===== config.mk =====
export PLATFORM = sky130hd
export DESIGN_NAME = valve_reclose_lockout_top
export DESIGN_NICKNAME = d
export VERILOG_FILES = /design/src/rtl/core/vrl_pkg.sv /design/src/rtl/core/valve_reclose_lockout_top.sv /design/src/rtl/core/vrl_coil.sv
export SDC_FILE = /design/constraint.sdc
export NUM_CORES = 1
export LEC_CHECK = 0
export ABC_AREA = 1
export CAP_MARGIN = 15
export CORE_MARGIN = 8
export CORE_UTILIZATION = 45
export CTS_BUF_LIST = sky130_fd_sc_hd__clkbuf_4 sky130_fd_sc_hd__clkbuf_8
export DETAILED_ROUTE_END_ITERATION = 7
export DONT_BUFFER_PORTS = 1
export PLACE_DENSITY = 0.7
export SYNTH_ARGS = -nofsm -noshare
export SYNTH_HDL_FRONTEND = slang
export SYNTH_SLANG_ARGS = --single-unit
export TNS_END_PERCENT = 5

===== constraint.sdc =====
create_clock -name aclk -period 4 [get_ports aclk]
set_clock_uncertainty 0.2 [all_clocks]
set_input_delay 1 -clock aclk [delete_from_list [all_inputs] [get_ports aclk]]
set_output_delay 1 -clock aclk [all_outputs]
set_load 0.03 [all_outputs]

===== src/rtl/core/vrl_pkg.sv =====
// Shared types and constants for the valve reclose lockout block.
// No dependencies; used by vrl_coil and valve_reclose_lockout_top.
`default_nettype none

package vrl_pkg;

    localparam int COIL_COUNT  = 5;
    localparam int COIL_IDX_W  = 3;
    localparam int MAP_W       = 8;
    localparam int TIMER_W     = 16;

    localparam logic [TIMER_W-1:0] LOCKOUT_RESET = 16'd250;

    localparam logic       CMD_SET  = 1'b0;
    localparam logic       CMD_TICK = 1'b1;

    localparam logic [1:0] MODE_OPENED  = 2'd0;
    localparam logic [1:0] MODE_CLOSED  = 2'd1;
    localparam logic [1:0] MODE_WAITING = 2'd2;

    typedef struct packed {
        logic                  command;
        logic [COIL_IDX_W-1:0] coil_index;
        logic                  level;
    } in_t;

    typedef struct packed {
        logic             accepted;
        logic [MAP_W-1:0] requested_map;
        logic [MAP_W-1:0] drive_map;
    } out_t;

    // Per-coil update control from the top level.
    typedef struct packed {
        logic               fire;
        logic               tick;
        logic               sel;
        logic               level;
        logic [TIMER_W-1:0] load;
    } coil_ctrl_t;

    // Per-coil state after the current request.
    typedef struct packed {
        logic closed;
        logic waiting;
        logic fail;
    } coil_stat_t;

endpackage

`default_nettype wire


===== src/rtl/core/valve_reclose_lockout_top.sv =====
// Top level of the valve reclose lockout block: request register, coil bank,
// result register. Depends on vrl_pkg and vrl_coil.
//
// Drives a bank of COIL_COUNT valve coils. Each request is either a set of one
// coil (open or close) or a timer tick, and gives exactly one result with the
// request status and the requested and drive maps (coil 0 at bit COIL_COUNT-1,
// upper bits zero). A request is taken into an input register, applied to all
// coils once the output register is free or being emptied, and the result lands
// in that output register. A new request can be accepted in every cycle while
// the result side keeps taking results. The lockout length (cfg_wr_data, reset
// value 250 ticks, zero acts as one) is to be written with cfg_wr_en only while
// no request is in flight; the block itself does not enforce this.
`default_nettype none

module valve_reclose_lockout_top (
    input  wire logic          aclk,
    input  wire logic          aresetn,
    input  wire logic          s_valid,
    output logic               s_ready,
    input  wire vrl_pkg::in_t  s_data,
    output logic               m_valid,
    input  wire logic          m_ready,
    output vrl_pkg::out_t      m_data,
    input  wire logic          cfg_wr_en,
    input  wire logic [15:0]   cfg_wr_data
);

    logic [vrl_pkg::TIMER_W-1:0] lockout_reg;
    logic [vrl_pkg::TIMER_W-1:0] load;
    logic                        in_valid_reg;
    vrl_pkg::in_t                in_reg;
    logic                        out_valid_reg;
    vrl_pkg::out_t               out_reg, out_next;
    logic                        fire;

    vrl_pkg::coil_ctrl_t ctrl [vrl_pkg::COIL_COUNT];
    vrl_pkg::coil_stat_t stat [vrl_pkg::COIL_COUNT];

    // apply the held request when the result slot is free or being emptied
    assign fire    = in_valid_reg && (!out_valid_reg || m_ready);
    assign s_ready = !in_valid_reg || fire;
    assign load    = (lockout_reg == '0) ? vrl_pkg::TIMER_W'(1) : lockout_reg;

    always_ff @(posedge aclk) begin
        if (!aresetn) begin
            lockout_reg <= vrl_pkg::LOCKOUT_RESET;
        end else if (cfg_wr_en) begin
            lockout_reg <= cfg_wr_data;
        end
    end

    always_ff @(posedge aclk) begin
        if (!aresetn) begin
            in_valid_reg <= 1'b0;
        end else if (s_ready) begin
            in_valid_reg <= s_valid;
        end
    end

    always_ff @(posedge aclk) begin
        if (s_ready && s_valid) begin
            in_reg <= s_data;
        end
    end

    for (genvar i = 0; i < vrl_pkg::COIL_COUNT; i++) begin : g_coil
        assign ctrl[i].fire  = fire;
        assign ctrl[i].tick  = (in_reg.command == vrl_pkg::CMD_TICK);
        assign ctrl[i].sel   = (in_reg.command == vrl_pkg::CMD_SET) &&
                               (in_reg.coil_index == vrl_pkg::COIL_IDX_W'(i));
        assign ctrl[i].level = in_reg.level;
        assign ctrl[i].load  = load;

        vrl_coil u_coil (
            .aclk    (aclk),
            .aresetn (aresetn),
            .ctrl    (ctrl[i]),
            .stat    (stat[i])
        );
    end

    always_comb begin
        out_next.accepted      = 1'b1;
        out_next.requested_map = '0;
        out_next.drive_map     = '0;
        for (int i = 0; i < vrl_pkg::COIL_COUNT; i++) begin
            if (stat[i].fail) begin
                out_next.accepted = 1'b0;
            end
            out_next.requested_map[vrl_pkg::COIL_COUNT-1-i] =
                stat[i].closed || stat[i].waiting;
            out_next.drive_map[vrl_pkg::COIL_COUNT-1-i] = stat[i].closed;
        end
    end

    always_ff @(posedge aclk) begin
        if (!aresetn) begin
            out_valid_reg <= 1'b0;
        end else if (fire) begin
            out_valid_reg <= 1'b1;
        end else if (m_ready) begin
            out_valid_reg <= 1'b0;
        end
    end

    always_ff @(posedge aclk) begin
        if (fire) begin
            out_reg <= out_next;
        end
    end

    assign m_valid = out_valid_reg;
    assign m_data  = out_reg;

endmodule

`default_nettype wire


===== src/rtl/core/vrl_coil.sv =====
// One valve coil: mode, lock flag and lockout timer with their update rules.
// Depends on vrl_pkg.
`default_nettype none

module vrl_coil (
    input  wire logic              aclk,
    input  wire logic              aresetn,
    input  wire vrl_pkg::coil_ctrl_t ctrl,
    output vrl_pkg::coil_stat_t    stat
);

    logic [1:0]                  mode_reg, mode_next;
    logic                        locked_reg, locked_next;
    logic [vrl_pkg::TIMER_W-1:0] timer_reg, timer_next;
    logic [vrl_pkg::TIMER_W-1:0] timer_dec;

    assign timer_dec = timer_reg - 1'b1;

    always_comb begin
        mode_next   = mode_reg;
        locked_next = locked_reg;
        timer_next  = timer_reg;
        if (ctrl.fire && ctrl.tick) begin
            if (timer_reg != '0) begin
                timer_next = timer_dec;
                if (timer_dec == '0) begin
                    locked_next = 1'b0;
                    // waiting coil closes and relocks on expiry
                    if (mode_reg == vrl_pkg::MODE_WAITING) begin
                        mode_next   = vrl_pkg::MODE_CLOSED;
                        locked_next = 1'b1;
                        timer_next  = ctrl.load;
                    end
                end
            end
        end else if (ctrl.fire && ctrl.sel) begin
            if (!ctrl.level) begin
                mode_next = vrl_pkg::MODE_OPENED;
            end else if (mode_reg != vrl_pkg::MODE_CLOSED &&
                         mode_reg != vrl_pkg::MODE_WAITING) begin
                if (locked_reg) begin
                    mode_next = vrl_pkg::MODE_WAITING;
                end else begin
                    mode_next   = vrl_pkg::MODE_CLOSED;
                    locked_next = 1'b1;
                    timer_next  = ctrl.load;
                end
            end
        end
    end

    always_ff @(posedge aclk) begin
        if (!aresetn) begin
            mode_reg   <= vrl_pkg::MODE_OPENED;
            locked_reg <= 1'b0;
            timer_reg  <= '0;
        end else begin
            mode_reg   <= mode_next;
            locked_reg <= locked_next;
            timer_reg  <= timer_next;
        end
    end

    assign stat.closed  = (mode_next == vrl_pkg::MODE_CLOSED);
    assign stat.waiting = (mode_next == vrl_pkg::MODE_WAITING);
    assign stat.fail    = ctrl.fire && !ctrl.tick && ctrl.sel && ctrl.level &&
                          (mode_next != vrl_pkg::MODE_CLOSED);

endmodule

`default_nettype wire

==> metrics <==
Syn Inst Count 1602; ys async rst share 0%; drt drc 0; Worst R2R Start g_coil[3].u_coil.timer_reg[0]$_SDFFE_PN0P_; power per cell area 400 nW/um2; Top FF cell, synth dfxtp_1; core area 21800 um2; number of flip-flops in the largest register 80; register area share after synthesis 27.6%; largest net degree at the start of global routing 51; Die ar. 27100 um2; Yosys reg bits 129; Tmin final 3.30 ns; vias 10188; mapped cell area 9940 um2; Synth warnings 0; synth top area cells dfxtp_1 23%, nand2_1 15%, nand3_1 12%; htree depth 4; CTS Buffer Depth 2; Max Clk Rate 303 MHz; Final #Nets 1643; Top Ports 45; max cap viols 0; Final Hold Viols 0; ratio of cells with drive above 1 in the final layout 8.53%; Slew @ Worst Pin 0.790 ns; Pleak 5.14 nW; port buffer count 0; setup TNS 0 ns; EDFF count, synth 16; global route total overflow 0; initial antenna violation count 2; Clock Latency Late Sink 0.47 ns; CTS Root Cell clkbuf_8; syn avg cell area 6.20 um2; Post-CTS Setup Repair Bufs 0; total wire length 29.4 mm; CP max FO 6; post-synth cell types 52; multi-input logic area 5970 um2; first-pass GRT wire length 47.7 mm; post-synth top area share 22.8%; Pre-antenna DRT Iters 6; Min-Delay Path Class reg2reg; final worst path period share 82.4%; element type at the critical path end flop; vias in the first global route 9582; 1st-iter DRT viols 779; CTS tree built; Worst R2R End m_data[16]$_SDFFCE_PP0P_; routed len/inst 15.7 um; status complete, no violations; WHS 0.272 ns; largest area contributor in the netlist dfxtp_1; CP Data Arrival Time 3.31 ns; RSZ-0062 raised after global routing false; min-delay src g_coil[4].u_coil.locked_reg$_SDFFE_PN0P_; Hold EP g_coil[4].u_coil.locked_reg$_SDFFE_PN0P_; GP Congestion 0.962; Crit path required time 4.01 ns; hold depth 2; CP Class reg2reg; Site Rows 54; Register-to-Register Setup Slack 0.70 ns; dpl hpwl 21.4 mm; CTS Buf Count 17; cts repair resizes 0; Die Height 165 um; crit path launch type flop; Final setup violation count 0; clock sinks 129; FILL cells 2316; Total GRT Usage 22.0%; maximum VDD drop 0.253 mV; CTS clk-pin slew, worst paths 0.08 ns; sequential cell area 2740 um2; synth-to-layout area growth 5.74%; mean number of vias per cell 5.43; die width 165 um; Initial Utilization 45.7%; hold buffer count at cts 0; final max-slew violation count 0; ANT nets after route 0; Slew headroom 47.3%; R2R depth 16
[cell usage after synthesis, types with 16 or more instances]
| cell type | n |
|---|---|
| a21oi_1 | 84 |
| clkbuf_1 | 18 |
| dfxtp_1 | 113 |
| edfxtp_1 | 16 |
| ha_1 | 35 |
| inv_1 | 224 |
| nand2_1 | 392 |
| nand3_1 | 233 |
| nand4_1 | 36 |
| nor2_1 | 197 |
| nor2_2 | 19 |
| o21ai_0 | 54 |
| xor2_1 | 18 |
[worst max path at each step]
stage                                                       to  slack (ns)  depth (start not counted)                                       start
floorplan                             m_data[16]$_SDFFCE_PP0P_        0.63                         12                                     m_ready
global placement                      m_data[16]$_SDFFCE_PP0P_        0.63                         11                                     m_ready
detailed placement  g_coil[1].u_coil.timer_reg[4]$_SDFFE_PN0P_        0.51                         11                                     m_ready
CTS                                   m_data[16]$_SDFFCE_PP0P_        0.74                         16  g_coil[3].u_coil.timer_reg[0]$_SDFFE_PN0P_
global route                          m_data[16]$_SDFFCE_PP0P_        0.40                         18  g_coil[4].u_coil.timer_reg[0]$_SDFFE_PN0P_
finish                                m_data[16]$_SDFFCE_PP0P_        0.70                         16  g_coil[3].u_coil.timer_reg[0]$_SDFFE_PN0P_
[area by class of cell]
| cell class | instances | area share (%) |
|---|---|---|
| Clock buffer | 18 | 2.30 |
| Sequential cell | 129 | 26.1 |
| Tap cell | 280 | 3.33 |
| Antenna cell | 1 | 0.0238 |
| Clock inverter | 14 | 1.80 |
| Timing Repair Buffer | 14 | 1.12 |
| Multi-Input combinational cell | 1181 | 56.8 |
| Inverter | 239 | 8.55 |
[per-layer routing]
layer	wire length, um	track usage [%]	part of all wire [%]	vias to the layer above
met5	13	0	0.044	-
met4	1110	9.50	3.8	2
met3	2160	4.81	7.3	84
met2	13600	36.7	46	334
met1	12500	26.9	43	4691
li1	-	-	-	5077
[kinds of logic after synthesis]
family	Yosys count	share of synthesized area [%]
muxes	1	0.101
adders and majority gates	35	4.41
buffers and inverters	297	12.6
DFF	129	27.6
other	1	0.0377
xor gates and xnor gates	21	1.93
and+or+nand+nor	958	44.7
AOI/OAI and AO/OA	160	8.69
[cells in the final DEF (no fill, tap or decap), types with 9 or more instances in the layout]
cell,synthesis,routed
a21oi_1,84,84
buf_4,10,13
clkbuf_8,0,17
dfxtp_1,113,113
edfxtp_1,16,16
ha_1,35,35
inv_1,224,224
inv_2,12,12
nand2_1,392,392
nand2_2,12,12
nand3_1,233,233
nand3b_1,9,9
nand4_1,36,36
nor2_1,197,197
nor2_2,19,19
nor2_4,13,13
nor3_1,11,11
o21ai_0,54,54
xor2_1,18,18
[worst max-delay path: stages, from the launching register on]
cell      delay (ns)
dfxtp_1         0.38
inv_1           0.20
ha_1            0.32
nand2_2         0.13
nor2_2          0.18
nand3_1         0.11
nand2_2         0.11
nand2_1         0.09
nor3_4          0.18
nand3b_1        0.17
inv_1           0.12
nand2_1         0.06
nand3_1         0.07
nand2_1         0.08
ha_1            0.24
o32ai_1         0.30
nor4_1          0.07
[report_power, final]
group          switching [mW]  internal [mW]
registers               0.111           1.39
logic                   0.975          0.457
clock network           0.583          0.684
total                    1.67           2.53
[stage by stage]
| stage | worst slack (ns) | utilization [%] | std cells | power, mW | area (um2) |
|---|---|---|---|---|---|
| floorplan | 0.633 | - | 1607 | 2.62 | 9960 |
| detailed placement | 0.512 | 46.3 | 1843 | 2.93 | 10100 |
| global route | 0.400 | 48.3 | 1875 | 4.48 | 10500 |
| CTS | 0.744 | 48.3 | 1875 | 4.20 | 10500 |
| finish | 0.703 | 48.3 | 1876 | 4.20 | 10500 |
| global placement | 0.627 | 46.3 | 1843 | 2.92 | 10100 |
Power figures use the tool's default switching activity.
